### src/rtl/core/gcr62_pkg.sv
package gcr62_pkg;

	localparam int PairCount = 86;
	localparam int DataCount = 256;
	localparam int StatusPos = PairCount + DataCount;

	localparam int PosW  = $clog2(StatusPos + 1);
	localparam int IdxW  = $clog2(PairCount);
	localparam int ChkW  = 6;

	// sector phase codes
	localparam logic [1:0] PH_PAIR   = 2'd0;
	localparam logic [1:0] PH_DATA   = 2'd1;
	localparam logic [1:0] PH_STATUS = 2'd2;

	typedef struct packed {
		logic [1:0]      phase;
		logic [IdxW-1:0] index;
		logic [1:0]      group;
	} pos_t;

	typedef struct packed {
		logic            en;
		logic [IdxW-1:0] addr;
		logic [ChkW-1:0] data;
	} pair_wr_t;

	localparam logic [7:0] GCR_TABLE [64] = '{
		8'h96, 8'h97, 8'h9A, 8'h9B, 8'h9D, 8'h9E, 8'h9F, 8'hA6,
		8'hA7, 8'hAB, 8'hAC, 8'hAD, 8'hAE, 8'hAF, 8'hB2, 8'hB3,
		8'hB4, 8'hB5, 8'hB6, 8'hB7, 8'hB9, 8'hBA, 8'hBB, 8'hBC,
		8'hBD, 8'hBE, 8'hBF, 8'hCB, 8'hCD, 8'hCE, 8'hCF, 8'hD3,
		8'hD6, 8'hD7, 8'hD9, 8'hDA, 8'hDB, 8'hDC, 8'hDD, 8'hDE,
		8'hDF, 8'hE5, 8'hE6, 8'hE7, 8'hE9, 8'hEA, 8'hEB, 8'hEC,
		8'hED, 8'hEE, 8'hEF, 8'hF2, 8'hF3, 8'hF4, 8'hF5, 8'hF6,
		8'hF7, 8'hF9, 8'hFA, 8'hFB, 8'hFC, 8'hFD, 8'hFE, 8'hFF
	};

	// {invalid, value}; a byte not in the table decodes as all ones
	function automatic logic [ChkW:0] gcr_lookup(input logic [7:0] nib);
		logic [ChkW:0] r;
		r = {1'b1, {ChkW{1'b1}}};
		for (int k = 0; k < 64; k++) begin
			if (GCR_TABLE[k] == nib) begin
				r = {1'b0, ChkW'(k)};
			end
		end
		return r;
	endfunction

endpackage

### src/rtl/core/gcr62_in_if.sv
interface gcr62_in_if;
	logic       valid;
	logic       ready;
	logic [7:0] disk_nibble;

	modport source (output valid, output disk_nibble, input ready);
	modport sink (input valid, input disk_nibble, output ready);
endinterface

### src/rtl/core/gcr62_out_if.sv
interface gcr62_out_if;
	logic       valid;
	logic       ready;
	logic [7:0] data_byte;
	logic       is_status;
	logic       checksum_bad;
	logic       bad_nibble;

	modport source (output valid, output data_byte, output is_status,
		output checksum_bad, output bad_nibble, input ready);
	modport sink (input valid, input data_byte, input is_status,
		input checksum_bad, input bad_nibble, output ready);
endinterface

### src/rtl/core/gcr62_pos_ctr.sv
module gcr62_pos_ctr (
	input  logic               clk,
	input  logic               arst_n,
	input  logic               accept,
	output gcr62_pkg::pos_t    pos
);

	logic [gcr62_pkg::PosW-1:0] pos_q;
	logic [gcr62_pkg::IdxW-1:0] idx_q;
	logic [1:0]                 grp_q;
	logic                       idx_wrap;
	logic                       at_status;
	logic                       in_pairs;

	assign idx_wrap  = (idx_q == gcr62_pkg::IdxW'(gcr62_pkg::PairCount - 1));
	assign at_status = (pos_q == gcr62_pkg::PosW'(gcr62_pkg::StatusPos));
	assign in_pairs  = (pos_q < gcr62_pkg::PosW'(gcr62_pkg::PairCount));

	always_comb begin
		if (in_pairs) begin
			pos.phase = gcr62_pkg::PH_PAIR;
		end else if (at_status) begin
			pos.phase = gcr62_pkg::PH_STATUS;
		end else begin
			pos.phase = gcr62_pkg::PH_DATA;
		end
		pos.index = idx_q;
		pos.group = grp_q;
	end

	always_ff @(posedge clk or negedge arst_n) begin
		if (!arst_n) begin
			pos_q <= '0;
			idx_q <= '0;
			grp_q <= '0;
		end else if (accept) begin
			if (at_status) begin
				pos_q <= '0;
				idx_q <= '0;
				grp_q <= '0;
			end else begin
				pos_q <= pos_q + 1'b1;
				if (idx_wrap) begin
					idx_q <= '0;
					// the wrap at the end of the pair run starts group 0
					if (!in_pairs) begin
						grp_q <= grp_q + 1'b1;
					end
				end else begin
					idx_q <= idx_q + 1'b1;
				end
			end
		end
	end

endmodule

### src/rtl/core/gcr62_pair_ram.sv
module gcr62_pair_ram (
	input  logic                            clk,
	input  gcr62_pkg::pair_wr_t             wr,
	input  logic                            rd_en,
	input  logic [gcr62_pkg::IdxW-1:0]      rd_addr,
	output logic [gcr62_pkg::ChkW-1:0]      rd_data
);

	logic [gcr62_pkg::ChkW-1:0] mem_q [gcr62_pkg::PairCount];

	always_ff @(posedge clk) begin
		if (wr.en) begin
			mem_q[wr.addr] <= wr.data;
		end
		if (rd_en) begin
			rd_data <= mem_q[rd_addr];
		end
	end

endmodule

### src/rtl/core/gcr62_core.sv
module gcr62_core (
	input  logic                            clk,
	input  logic                            arst_n,
	gcr62_in_if.sink                        nibble,
	gcr62_out_if.source                     result,
	input  gcr62_pkg::pos_t                 pos,
	input  logic [gcr62_pkg::ChkW-1:0]      pair_src,
	output logic                            accept,
	output gcr62_pkg::pair_wr_t             pair_wr
);

	logic                        valid_s1;
	logic [7:0]                  nibble_s1;
	gcr62_pkg::pos_t             pos_s1;
	logic [gcr62_pkg::ChkW-1:0]  check_q;
	logic                        invalid_q;
	logic                        res_valid_q;
	logic [7:0]                  data_byte_q;
	logic                        is_status_q;
	logic                        checksum_bad_q;
	logic                        bad_nibble_q;

	logic                        advance;
	logic                        fire;
	logic [gcr62_pkg::ChkW:0]    lk;
	logic [gcr62_pkg::ChkW-1:0]  chk_next;
	logic                        bad_next;
	logic [1:0]                  pair;
	logic [7:0]                  byte_next;

	assign advance     = !res_valid_q || result.ready;
	assign nibble.ready = !valid_s1 || advance;
	assign accept      = nibble.valid && nibble.ready;
	assign fire        = valid_s1 && advance;

	assign lk       = gcr62_pkg::gcr_lookup(nibble_s1);
	assign chk_next = check_q ^ lk[gcr62_pkg::ChkW-1:0];
	assign bad_next = invalid_q | lk[gcr62_pkg::ChkW];

	// bit pair of the selected field, swapped
	always_comb begin
		case (pos_s1.group)
			2'd0:    pair = {pair_src[0], pair_src[1]};
			2'd1:    pair = {pair_src[2], pair_src[3]};
			2'd2:    pair = {pair_src[4], pair_src[5]};
			default: pair = 2'b00;
		endcase
		case (pos_s1.phase)
			gcr62_pkg::PH_DATA: byte_next = {chk_next, pair};
			default:            byte_next = 8'h00;
		endcase
	end

	always_comb begin
		pair_wr.en   = fire && (pos_s1.phase == gcr62_pkg::PH_PAIR);
		pair_wr.addr = pos_s1.index;
		pair_wr.data = chk_next;
	end

	always_ff @(posedge clk or negedge arst_n) begin
		if (!arst_n) begin
			valid_s1    <= 1'b0;
			check_q     <= '0;
			invalid_q   <= 1'b0;
			res_valid_q <= 1'b0;
		end else begin
			if (accept) begin
				valid_s1 <= 1'b1;
			end else if (advance) begin
				valid_s1 <= 1'b0;
			end
			if (fire) begin
				if (pos_s1.phase == gcr62_pkg::PH_STATUS) begin
					check_q   <= '0;
					invalid_q <= 1'b0;
				end else begin
					check_q   <= chk_next;
					invalid_q <= bad_next;
				end
			end
			if (advance) begin
				res_valid_q <= valid_s1 && (pos_s1.phase != gcr62_pkg::PH_PAIR);
			end
		end
	end

	always_ff @(posedge clk) begin
		if (accept) begin
			nibble_s1 <= nibble.disk_nibble;
			pos_s1    <= pos;
		end
		if (fire) begin
			data_byte_q    <= byte_next;
			is_status_q    <= (pos_s1.phase == gcr62_pkg::PH_STATUS);
			checksum_bad_q <= (pos_s1.phase == gcr62_pkg::PH_STATUS) && (chk_next != '0);
			bad_nibble_q   <= (pos_s1.phase == gcr62_pkg::PH_STATUS) && bad_next;
		end
	end

	assign result.valid        = res_valid_q;
	assign result.data_byte    = data_byte_q;
	assign result.is_status    = is_status_q;
	assign result.checksum_bad = checksum_bad_q;
	assign result.bad_nibble   = bad_nibble_q;

endmodule

### src/rtl/core/gcr_6_and_2_sector_decoder_unit.sv
// Six-and-two GCR sector decoder. Feed the 343 disk nibbles of one sector data
// field in order, one word each; the first 86 give no output, the next 256
// each give one decoded data byte, and the last gives a status word with
// is_status set, checksum_bad if the running XOR did not end at zero, and
// bad_nibble if any nibble was outside the translate table (such a nibble
// decodes as 63). The decoder then starts a new sector by itself. One nibble
// is taken every cycle unless a stalled receiver holds the result register; a word
// passes an input register and then a result register before it is presented. The low bit
// pairs sit in an 86 x 6 memory with a registered read, issued when the
// nibble is taken; it is never cleared, since every entry is written before
// it is read.
module gcr_6_and_2_sector_decoder_unit (
	input  logic           clk,
	input  logic           arst_n,
	gcr62_in_if.sink       nibble,
	gcr62_out_if.source    result
);

	gcr62_pkg::pos_t                 pos;
	gcr62_pkg::pair_wr_t             pair_wr;
	logic                            accept;
	logic [gcr62_pkg::ChkW-1:0]      pair_src;

	gcr62_pos_ctr u_pos_ctr (
		.clk    (clk),
		.arst_n (arst_n),
		.accept (accept),
		.pos    (pos)
	);

	gcr62_pair_ram u_pair_ram (
		.clk     (clk),
		.wr      (pair_wr),
		.rd_en   (accept),
		.rd_addr (pos.index),
		.rd_data (pair_src)
	);

	gcr62_core u_core (
		.clk      (clk),
		.arst_n   (arst_n),
		.nibble   (nibble),
		.result   (result),
		.pos      (pos),
		.pair_src (pair_src),
		.accept   (accept),
		.pair_wr  (pair_wr)
	);

endmodule

### src/flat_wrapper.sv
// flat-port wrapper written by rule: the top's interface ports become plain ports
module gcr_6_and_2_sector_decoder_unit_flat 
  (clk, arst_n, nibble_valid, nibble_disk_nibble, nibble_ready, result_valid, result_data_byte, result_is_status, result_checksum_bad, result_bad_nibble, result_ready);
  gcr62_in_if nibble_i ();
  gcr62_out_if result_i ();
  input  logic clk;
  input  logic arst_n;
  input wire logic [$bits(nibble_i.valid)-1:0] nibble_valid;
  input wire logic [$bits(nibble_i.disk_nibble)-1:0] nibble_disk_nibble;
  output wire logic [$bits(nibble_i.ready)-1:0] nibble_ready;
  output wire logic [$bits(result_i.valid)-1:0] result_valid;
  output wire logic [$bits(result_i.data_byte)-1:0] result_data_byte;
  output wire logic [$bits(result_i.is_status)-1:0] result_is_status;
  output wire logic [$bits(result_i.checksum_bad)-1:0] result_checksum_bad;
  output wire logic [$bits(result_i.bad_nibble)-1:0] result_bad_nibble;
  input wire logic [$bits(result_i.ready)-1:0] result_ready;
  assign nibble_i.valid = nibble_valid;
  assign nibble_i.disk_nibble = nibble_disk_nibble;
  assign nibble_ready = nibble_i.ready;
  assign result_valid = result_i.valid;
  assign result_data_byte = result_i.data_byte;
  assign result_is_status = result_i.is_status;
  assign result_checksum_bad = result_i.checksum_bad;
  assign result_bad_nibble = result_i.bad_nibble;
  assign result_i.ready = result_ready;
  gcr_6_and_2_sector_decoder_unit u_core (.clk(clk), .arst_n(arst_n), .nibble(nibble_i), .result(result_i));
endmodule
### config.mk
export PLATFORM = sky130hd
export DESIGN_NAME = gcr_6_and_2_sector_decoder_unit_flat
export DESIGN_NICKNAME = d
export VERILOG_FILES = /design/src/rtl/core/gcr62_pkg.sv /design/src/rtl/core/gcr62_in_if.sv /design/src/rtl/core/gcr62_out_if.sv /design/src/rtl/core/gcr62_pos_ctr.sv /design/src/rtl/core/gcr62_pair_ram.sv /design/src/rtl/core/gcr62_core.sv /design/src/rtl/core/gcr_6_and_2_sector_decoder_unit.sv /design/src/flat_wrapper.sv
export SDC_FILE = /design/constraint.sdc
export NUM_CORES = 1
export LEC_CHECK = 0
export BUFFER_PORTS_ARGS = -buffer_cell sky130_fd_sc_hd__buf_2
export CAP_MARGIN = 20
export CORE_UTILIZATION = 45
export DETAILED_ROUTE_END_ITERATION = 12
export GPL_TIMING_DRIVEN = 1
export MAX_ROUTING_LAYER = met4
export PLACE_DENSITY = 0.67
export SLEW_MARGIN = 20
export SYNTH_ARGS = -nofsm -noshare
export SYNTH_HDL_FRONTEND = slang
export SYNTH_SLANG_ARGS = --single-unit
### constraint.sdc
create_clock -name clk -period 5.1 [get_ports clk]
set_clock_uncertainty 0.15 [all_clocks]
set_input_delay 0.51 -clock clk [delete_from_list [all_inputs] [get_ports clk]]
set_output_delay 0.51 -clock clk [all_outputs]
set_load 0.01 [all_outputs]
==> summary.md, run 1 <==
| Metric | Value |
|---|---|
| Power density cells | 496.1 nW/um2 |
| Post-synthesis cell count | 1270 |
| Total congestion overflow | 0 |
| Setup TNS Final | 0 ps |
| Critical Path AT | 4190 ps |
| TritonCTS clock tree | yes |
| First-pass GRT wire length | 75330 um |
| Core Rows | 83 |
| Area leader, netlist | edfxtp_1 |
| Max-capacitance violation count | 0 |
| Crit-path max FO | 62 |
| Least-Margin Pin Slew | 1061 ps |
| Via Count | 11860 |
| Worst-path clk slew | 60 ps |
| Pre-antenna DRT Iters | 6 |
| Clock sinks | 579 |
| Setup repair after global routing missed its margin | no |
| Mapped Area | 23810 um2 |
| Routed wire length | 49050 um |
| DR DRC count | 0 |
| Die area | 53840 um2 |
| Root buffer cell | clkbuf_16 |
| Skew-Pair Late Insertion Delay | 610 ps |
| Initial antenna violation count | 1 |
| CP Class | flip-flop to flip-flop |
| Total power | 0.01321 W |
| Wire per inst | 24.13 um |
| Max Buffers Root-to-Sink | 3 |
| Post-synthesis cell type count | 62 |
| Ports | 25 |
| Fmax | 0.2486 GHz |
| Final setup fails | 0 |
| Syn Area/Cell | 18.75 um2 |
| Startpoint type of the worst setup path | flip-flop |
| Fin area | 26640 um2 |
| Worst min path class | primary input to flip-flop |
| Vias in the first global route | 12200 |
| Top cells by count, synth | edfxtp_1, mux4_2, nor2_1 |
| Total track usage | 19.40% |
| Share of the synthesized area in the top cell type | 69.62% |
| Syn-to-layout area delta | 11.87% |
| Fin crit share | 78.86% |
| Top FF cell, synth | edfxtp_1 |
| Pin count of the biggest net entering global routing | 87 |
| Status | completed |
| ANT cells | 0 |
| Relative slew slack | 29.06% |
| Count leader, synth | edfxtp_1 |
| Worst hold-check slack | 43.09 ps |
| Final ANT Viol Nets | 0 |
| EDFF count, synth | 552 |
| Hold Violations, Final | 0 |
| Dpl cell area | 24710 um2 |
| Total CTS buffers | 56 |
| Gpl congestion | 0.8744 |
| Syn_nets | 1286 |
| H-tree depth | 2 |
| Syn. warnings | 0 |
| Async set or reset register ratio after synthesis | 4.663% |
| Final nets | 1323 |
| Initial Util | 45.95% |
| Number of synthesized register bits | 579 |
| Max VDD drop | 0.3119 mV |
| Die H | 232.0 um |
| Placed Cells | 1918 |
| Final min period | 4022 ps |
| Layout Cells excl Fill | 2033 |
| P_leak | 8.298 nW |
| Slew Limit Fails | 0 |
| Core area | 51820 um2 |
| Dpl hpwl | 30640 um |
| Die width | 232.0 um |
| Register area share after synthesis | 72.45% |
| Avg Vias per Cell | 5.832 |
| Worst EP required | 5270 ps |
| Share of layout cells above drive strength 1 | 22.76% |
| Synth top area cells | edfxtp_1, mux4_2, dfrtp_1 |
| Port buffer count | 24 |
| Postcts setup bufs | 0 |
| CP Capture Type | flip-flop |
| Initial DRC count | 1355 |
[stage by stage]
step	util, %	worst slack, ps
floorplan	-	475.0
global placement	47.68	1236
detailed placement	47.68	1149
CTS	51.34	1116
global route	51.40	657.9
finish	51.40	1078
[final cells by class]
cell class / count / area, um2
clock inverters: 36 / 289.0
multi-input cells: 599 / 6175
well taps: 680 / 850.8
flip-flops and latches: 579 / 17260
fillers: 4062 / 25190
inverters: 15 / 57.56
repair buffers: 56 / 493.0
clock buffers: 68 / 1509
[logic make-up (layout without fill, tap and decap cells)]
logic type | Yosys count | count (layout) | share of synthesized area, %
xor+xnor | 17 | 17 | 0.6253
simple gates | 280 | 280 | 5.696
flops | 579 | 579 | 72.45
mux | 177 | 177 | 15.95
buf+inv | 92 | 175 | 1.692
fa+ha+maj | 4 | 4 | 0.2102
compound gates | 121 | 121 | 3.368
[power breakdown]
| group | switching, W | internal, W |
|---|---|---|
| clock network | 0.00171 | 0.00230 |
| logic | 0.00164 | 0.00127 |
| registers | 0.000362 | 0.00593 |
| total | 0.00371 | 0.00951 |
[per-layer routing]
| metal | share of wire, % | vias up | GRT usage (%) |
|---|---|---|---|
| met5 | 0 | - | - |
| met1 | 42 | 6149 | 25.70 |
| li1 | - | 5237 | - |
| met4 | 1.9 | 0 | 4.564 |
| met3 | 6.1 | 80 | 3.782 |
| met2 | 50 | 390 | 31.14 |
[layout by cell type (no fill, tap or decap), types with 6 or more instances in the layout]
master,Yosys,final
nor3_1,8,8
o22ai_1,7,7
clkbuf_1,40,8
xor2_1,11,10
clkinv_1,0,14
clkinv_2,0,12
nand2b_1,15,15
nor2b_1,18,18
a31oi_1,8,8
inv_1,15,10
o21ai_0,33,33
dfrtp_1,27,23
nand3b_1,6,6
xnor2_1,6,6
clkbuf_16,0,58
buf_2,16,24
buf_12,0,7
mux2i_1,15,15
nand3_1,15,15
mux4_2,162,162
nand4b_1,7,7
buf_4,10,14
edfxtp_1,552,552
nor2_1,125,125
a21oi_1,23,23
o32ai_1,9,9
dlygate4sd3_1,0,10
nand2_1,50,50
[worst max-delay path, cell delays in order (launching register included)]
cell and delay, ps:
edfxtp_1 1030, nand4b_1 440, a211o_1 420, o31ai_1 90
xor2_1 290, clkinv_2 740, nor3_1 420, a41oi_1 150
[final timing paths]
| kind | to | cells after the start | slack, ps | from |
|---|---|---|---|---|
| setup / recovery | u_core.u_core.result.checksum_bad$_DFFE_PP_ | 7 | 1080 | u_core.u_core.nibble_s1[4]$_DFFE_PP_ |
| hold / removal | u_core.u_core.result.valid$_DFFE_PN0P_ | 3 | 40 | result_ready |
| setup reg to reg | u_core.u_core.result.checksum_bad$_DFFE_PP_ | 7 | 1080 | u_core.u_core.nibble_s1[4]$_DFFE_PP_ |
| hold reg to reg | u_core.u_core.pos_s1[1]$_DFFE_PP_ | 0 | 310 | u_core.u_pos_ctr.grp_q[1]$_DFFE_PN0P_ |
| max in group asynchronous | u_core.u_pos_ctr.idx_q[0]$_DFFE_PN0P_ | 2 | 3990 | arst_n |
| min in group asynchronous | u_core.u_core.check_q[3]$_DFFE_PN0P_ | 2 | 320 | arst_n |
[flip-flops by register name, indices dropped and copies added, names as in the netlist]
register and cells:
u_core.u_pair_ram.rd_data 6, u_core.u_pos_ctr.idx_q 7, u_core.u_core.result.is_status 1, u_core.u_pos_ctr.pos_q 9, u_core.u_core.check_q 6, u_core.u_core.result.checksum_bad 1
u_core.u_core.result.valid 1, u_core.u_pair_ram.mem_q 516, u_core.u_core.invalid_q 1, u_core.u_core.result.data_byte 8, u_core.u_core.pair_wr 7, u_core.u_core.nibble_s1 8
u_core.u_pos_ctr.grp_q 2, u_core.u_core.pos_s1 4, u_core.u_core.valid_s1 1, u_core.u_core.result.bad_nibble 1
[timing repair]
action,4_1_cts,5_1_grt
gates resized for setup,0,0
hold endpoints to repair,36,0
hold buffers,10,0
(Power assumes the default switching activity.)
==> run 2, diff against run 1 <==
==> constraint.sdc (replaced) <==
create_clock -name clk -period 3.9 [get_ports clk]
set_clock_uncertainty 0.15 [all_clocks]
set_input_delay 0.39 -clock clk [delete_from_list [all_inputs] [get_ports clk]]
set_output_delay 0.39 -clock clk [all_outputs]
set_load 0.01 [all_outputs]
==> run 2 against run 1 <==
Cell count rose by 0.98%. First-iteration DRC count down 9.1%. Combinational power up 37%. Power grew 32%. Sequential power rose by 30%. Non-clock buffer count is 20 higher. Count of clock-buffer cells in the layout down 7. Setup slack got worse by 740 ps. Register-to-register slack got worse by 740 ps. Global-route usage rose by 0.65 points. Largest cell class unchanged.
==> summary.md, run 2 (synthesized netlist as in run 1, its figures left out) <==
| Metric | Value |
|---|---|
| Worst min path class | primary input to async pin |
| Initial antenna violation count | 1 |
| Max Buffers Root-to-Sink | 3 |
| Hold Violations, Final | 0 |
| Setup TNS Final | 0 ps |
| Dpl hpwl | 31690 um |
| Syn-to-layout area delta | 12.66% |
| Power density cells | 651.2 nW/um2 |
| Status | completed |
| Initial Util | 45.95% |
| Max-capacitance violation count | 0 |
| Psw | 0.004988 W |
| DR DRC count | 0 |
| Total congestion overflow | 0 |
| Die H | 232.0 um |
| Core Rows | 83 |
| Leading cell types in the layout, fill and taps excluded | edfxtp_1, mux4_2, nor2_1 |
| Switching portion of total power | 28.56% |
| P_int | 0.01248 W |
| Worst R2R End | u_core.u_pair_ram.mem_q[40][0]$_DFFE_PP_ |
| Final setup fails | 0 |
| Pre-antenna DRT Iters | 5 |
| CP Capture Type | flip-flop |
| Setup repair after global routing missed its margin | no |
| Routed wire length | 50500 um |
| Largest register by flop count | u_core.u_pair_ram.mem_q |
| Reg-to-reg startpoint | u_core.u_core.nibble_s1[6]$_DFFE_PP_ |
| P_leak | 8.409 nW |
| Total track usage | 20.06% |
| Die area | 53840 um2 |
| Share of layout cells above drive strength 1 | 23.98% |
| DP Worst Slack | 421.8 ps |
| Largest register FFs | 516 |
| Fin crit share | 91.29% |
| Root buffer cell | clkbuf_16 |
| Comb power frac | 22.9% |
| Final nets | 1342 |
| Final min period | 3560 ps |
| Port buffer count | 24 |
| Path depth of the worst reg2reg path | 9 |
| First-pass GRT wire length | 77700 um |
| Pin count of the biggest net entering global routing | 87 |
| Total CTS buffers | 55 |
| Postcts setup bufs | 0 |
| Relative slew slack | 34.83% |
| Worst EP required | 4040 ps |
| Skew-Pair Late Insertion Delay | 630 ps |
| Clock sinks | 579 |
| Vias in the first global route | 12470 |
| Largest regs | u_core.u_pair_ram.mem_q (516), u_core.u_pos_ctr.pos_q (9) |
| Most common cell after layout, fill and taps aside | edfxtp_1 |
| Gpl congestion | 0.8837 |
| TritonCTS clock tree | yes |
| Slew Limit Fails | 0 |
| Ports | 25 |
| Worst R2R Setup Slack | 340 ps |
| H-tree depth | 2 |
| Crit-path max FO | 86 |
| Layout fillers | 4021 |
| Clk network pwr share | 30.4% |
| Layout Cells excl Fill | 2053 |
| CP Class | flip-flop to flip-flop |
| Max VDD drop | 0.3560 mV |
| Least-Margin Pin Slew | 974.6 ps |
| Final ANT Viol Nets | 0 |
| Fmax | 0.2809 GHz |
| Post-layout util | 51.77% |
| Reg power frac | 46.7% |
| Avg Vias per Cell | 5.876 |
| Final WS setup | 339.5 ps |
| Core area | 51820 um2 |
| Die width | 232.0 um |
| Critical Path AT | 3700 ps |
| Wire per inst | 24.60 um |
| Startpoint type of the worst setup path | flip-flop |
| Via Count | 12060 |
| Worst-path clk slew | 60 ps |
| Total power | 0.01747 W |
| Placed Cells | 1937 |
| Initial DRC count | 1232 |
## run 2: cell types whose count changed in the layout (fill, tap and decap cells not counted), sizes merged, moves of 2 or more
cell / before / now
dlygate4sd3: 10 / 12
clkbuf: 68 / 61
buf: 46 / 64
clkinv: 27 / 33
## run 2: through the flow
| stage | instance area [um2] | hold slack, ps |
|---|---|---|
| 2_1_floorplan | 23820 | -55.59 |
| 3_3_place_gp | 24900 | 283.1 |
| 3_5_place_dp | 24900 | 294.9 |
| 4_1_cts | 26820 | 198.7 |
| 5_1_grt | 26830 | 257.4 |
| 6_report | 26830 | 199.7 |
## run 2: routing by layer
metal	wire length, um	track usage [%]
met5	0	-
met4	1077	5.900
met3	2983	2.738
met2	25170	32.01
met1	21260	27.05
## run 2: how the worst max path moves through the flow
stage                                          from                                          end  slack (ps)  depth (start not counted)
2_1_floorplan  u_core.u_core.nibble_s1[4]$_DFFE_PP_  u_core.u_core.result.checksum_bad$_DFFE_PP_         280                          8
3_3_place_gp   u_core.u_core.nibble_s1[4]$_DFFE_PP_     u_core.u_pair_ram.mem_q[22][1]$_DFFE_PP_         460                          8
3_5_place_dp   u_core.u_core.nibble_s1[4]$_DFFE_PP_     u_core.u_pair_ram.mem_q[20][1]$_DFFE_PP_         420                          8
4_1_cts        u_core.u_core.nibble_s1[4]$_DFFE_PP_     u_core.u_pair_ram.mem_q[10][1]$_DFFE_PP_         380                          8
5_1_grt        u_core.u_core.nibble_s1[4]$_DFFE_PP_      u_core.u_pair_ram.mem_q[2][1]$_DFFE_PP_          70                          8
6_report       u_core.u_core.nibble_s1[6]$_DFFE_PP_     u_core.u_pair_ram.mem_q[40][0]$_DFFE_PP_         340                          9
## run 2: timing repair
item | CTS | global route
hold endpoints to repair | 37 | 0
hold buffers | 12 | 0
resized for setup | 0 | 0
## run 2: cell type report
type                            count  area, um2  share of cell area (%)
Sequential cell                   579      17260                   64.35
Multi-Input combinational cell    599       6175                   23.02
Clock buffer                       61       1420                   5.294
Tap cell                          680      850.8                   3.172
Timing Repair Buffer               76      678.2                   2.528
Clock inverter                     42      381.6                   1.423
Inverter                           15      56.30                  0.2099
Antenna cell                        1      2.502                0.009328
## run 2: power groups by stage
stage                     registers (W)  logic (W)  clock network, W
after CTS                       0.00815    0.00410           0.00540
after global routing            0.00819    0.00433           0.00565
after floorplan                 0.00801    0.00279                 0
final                           0.00815    0.00400           0.00531
after global placement          0.00827    0.00400                 0
after detailed placement        0.00828    0.00407                 0
## run 2: worst max-delay path, cell delays in order, from the launching register on
cell	delay, ps
edfxtp_1	660
buf_4	290
nand4b_1	320
o32ai_1	430
a222oi_1	170
o211a_1	140
o211a_1	160
xnor2_1	180
inv_2	60
buf_4	630
==> run 3, diff against run 2 <==
--- a/config.mk
+++ b/config.mk
@@ -6,7 +6,6 @@
 export NUM_CORES = 1
 export LEC_CHECK = 0
 export BUFFER_PORTS_ARGS = -buffer_cell sky130_fd_sc_hd__buf_2
-export CAP_MARGIN = 20
 export CORE_UTILIZATION = 45
 export DETAILED_ROUTE_END_ITERATION = 12
 export GPL_TIMING_DRIVEN = 1
@@ -15,4 +14,5 @@
 export SLEW_MARGIN = 20
 export SYNTH_ARGS = -nofsm -noshare
 export SYNTH_HDL_FRONTEND = slang
+export SYNTH_HIERARCHICAL = 1
 export SYNTH_SLANG_ARGS = --single-unit
==> run 3 against run 2 <==
Sequential power about the same. Die area increased by 0.61%. Clock power increased by 2%. Synthesized area increased by 0.62%. Critical endpoint is now u_core/u_pair_ram/mem_q[67][1]$_DFFE_PP_. Highest routed layer unchanged.
==> summary.md, run 3 <==
| Metric | Value |
|---|---|
| Final min period | 3356 ps |
| Pin count of the biggest net entering global routing | 87 |
| Crit-path max FO | 86 |
| Slowest stage cell, crit path | edfxtp_1 |
| Area leader, netlist | edfxtp_1 |
| Ports | 25 |
| Max Buffers Root-to-Sink | 3 |
| Synth top area cells | edfxtp_1, mux4_2, dfrtp_1 |
| Dpl hpwl | 32630 um |
| Core area | 52550 um2 |
| Syn_nets | 1382 |
| Path depth of the worst reg2reg path | 8 |
| Routed wire length | 53020 um |
| Post-CTS Resized | 0 |
| Core Rows | 84 |
| Max-capacitance violation count | 0 |
| Startpoint type of the worst setup path | flip-flop |
| Async set or reset register ratio after synthesis | 4.663% |
| Worst R2R End | u_core/u_pair_ram/mem_q[67][1]$_DFFE_PP_ |
| Count leader, synth | edfxtp_1 |
| Gpl congestion | 0.8640 |
| Largest regs | u_core/u_pair_ram/mem_q (516), u_core/u_pos_ctr/pos_q (9) |
| Post-layout util | 51.44% |
| Largest register FFs | 516 |
| TritonCTS clock tree | yes |
| Total CTS buffers | 57 |
| Initial Util | 45.59% |
| Max VDD drop | 0.4398 mV |
| Avg Vias per Cell | 5.937 |
| Root buffer cell | clkbuf_16 |
| Syn-to-layout area delta | 12.83% |
| Least-Margin Pin Slew | 875.7 ps |
| Mapped Area | 23960 um2 |
| Worst min path class | primary input to async pin |
| Fin area | 27030 um2 |
| Total congestion overflow | 0 |
| Fmax | 0.2980 GHz |
| DR DRC count | 0 |
| Via Count | 12920 |
| H-tree depth | 2 |
| Worst-path clk slew | 70 ps |
| Clock sinks | 579 |
| CP Capture Type | flip-flop |
| Status | completed |
| Syn Area/Cell | 17.54 um2 |
| Die area | 54170 um2 |
| Worst hold-check slack | 170.8 ps |
| Fin crit share | 86.04% |
| Relative slew slack | 41.62% |
| Initial antenna violation count | 0 |
| Final WS setup | 544.4 ps |
| CP Class | flip-flop to flip-flop |
| Final setup fails | 0 |
| Setup repair after global routing missed its margin | no |
| Setup TNS Final | 0 ps |
| Pre-antenna DRT Iters | 5 |
| Top cells by count, synth | edfxtp_1, nor2_1, mux4_2 |
| Skew-Pair Late Insertion Delay | 620 ps |
| Final nets | 1457 |
| EDFF count, synth | 552 |
| Die width | 232.7 um |
| Power density cells | 637.6 nW/um2 |
| Layout fillers | 4249 |
| Worst R2R Setup Slack | 540 ps |
| Largest register by flop count | u_core/u_pair_ram/mem_q |
| Hold Violations, Final | 0 |
| Initial DRC count | 1329 |
| Share of the synthesized area in the top cell type | 69.19% |
| ANT cells | 0 |
| Total track usage | 20.63% |
| Register area share after synthesis | 72.01% |
| Wire per inst | 24.36 um |
| Worst path cell trace | inv_1 > nand2_1 > a211oi_1 > or4_4 > a311oi_4 > xnor2_1 > inv_2 > buf_12 |
| Post-synthesis cell type count | 80 |
| Reg-to-reg startpoint | u_core/u_core/nibble_s1[3]$_DFFE_PP_ |
| Critical Path AT | 3520 ps |
| DP Worst Slack | 619.2 ps |
| Post-synthesis cell count | 1366 |
| Share of layout cells above drive strength 1 | 21.98% |
| P_leak | 8.649 nW |
| Final ANT Viol Nets | 0 |
| Vias in the first global route | 12990 |
| Top FF cell, synth | edfxtp_1 |
| Leading cell types in the layout, fill and taps excluded | edfxtp_1, nor2_1, mux4_2 |
| Syn. warnings | 6 |
| Port buffer count | 24 |
| Dpl cell area | 25020 um2 |
| Worst EP required | 4070 ps |
| Worst stage delay on the critical path | 900 ps |
| Most common cell after layout, fill and taps aside | edfxtp_1 |
| Die H | 232.7 um |
| Slew Limit Fails | 0 |
| First-pass GRT wire length | 81130 um |
| Number of synthesized register bits | 579 |
## run 3: cell count changes after synthesis, sizes merged, moves of 12 or more
cell    before  now
mux4       162  120
o21ai       33   45
a22oi        3   29
buf         37   58
clkbuf      40   21
mux2         0   14
nand3       15   35
nor2       125  137
## run 3: repair_timing
item | 4_1_cts | 5_1_grt
buffers inserted | 0 | 0
endpoints found under the setup margin | 0 | 0
hold endpoints to repair | 37 | 0
hold buffers | 12 | 0
## run 3: kinds of logic after synthesis
| logic type | share of synthesized area, % |
|---|---|
| muxes | 12.61 |
| adders and majority gates | 0.2089 |
| buffers and inverters | 2.308 |
| AOI/OAI and AO/OA | 5.233 |
| and+or+nand+nor | 7.056 |
| xor gates and xnor gates | 0.5797 |
| DFF | 72.01 |
## run 3: critical path, delay by kind of cell, from the launching register on
kind                      cells  cell delay (ps)
AOI/OAI and AO/OA             2              370
xor gates and xnor gates      1              260
buffers and inverters         3              690
DFF                           1              900
and+or+nand+nor               2              630
## run 3: cell type report
type                    count  area (um2)  area share (%)
repair buffers             95       815.8           3.018
multi-input cells         690        6155           22.77
clock inverters            39       392.9           1.453
inverters                  18       70.07          0.2592
well taps                 688       860.8           3.185
clock buffers              67        1474           5.453
flip-flops and latches    579       17260           63.86
## run 3: per-layer routing
metal | track usage, % | share of wire, % | vias up
met5 | - | 0 | -
met4 | 5.903 | 2.4 | 0
met3 | 3.039 | 6.2 | 92
met2 | 32.35 | 49 | 469
met1 | 28.21 | 43 | 6718
li1 | - | - | 5639
## run 3: stage by stage
step                cells  power [W]
CTS                  2175    0.01734
global route         2176    0.01788
global placement     2057    0.01181
floorplan            1366    0.01054
finish               2176    0.01724
detailed placement   2057    0.01192
## run 3: how the worst max path moves through the flow
stage                                         startpoint                                        to  slack, ps  depth (start not counted)
global placement    u_core/u_core/nibble_s1[3]$_DFFE_PP_  u_core/u_pair_ram/mem_q[76][1]$_DFFE_PP_        610                          8
CTS                 u_core/u_core/nibble_s1[3]$_DFFE_PP_  u_core/u_pair_ram/mem_q[33][1]$_DFFE_PP_        600                          8
finish              u_core/u_core/nibble_s1[3]$_DFFE_PP_  u_core/u_pair_ram/mem_q[67][1]$_DFFE_PP_        540                          8
detailed placement  u_core/u_core/nibble_s1[3]$_DFFE_PP_  u_core/u_pair_ram/mem_q[76][1]$_DFFE_PP_        620                          8
global route        u_core/u_core/nibble_s1[3]$_DFFE_PP_  u_core/u_pair_ram/mem_q[17][0]$_DFFE_PP_        350                          8
floorplan           u_core/u_core/nibble_s1[5]$_DFFE_PP_   u_core/u_pair_ram/mem_q[0][1]$_DFFE_PP_        580                          7
## run 3: power breakdown
part | leakage, nW | switching (W) | internal, W
Clock | 0.900 | 0.00233 | 0.00311
Sequential | 5.30 | 0.000426 | 0.00769
Combinational | 2.45 | 0.00226 | 0.00143
Total | 8.65 | 0.00501 | 0.0122
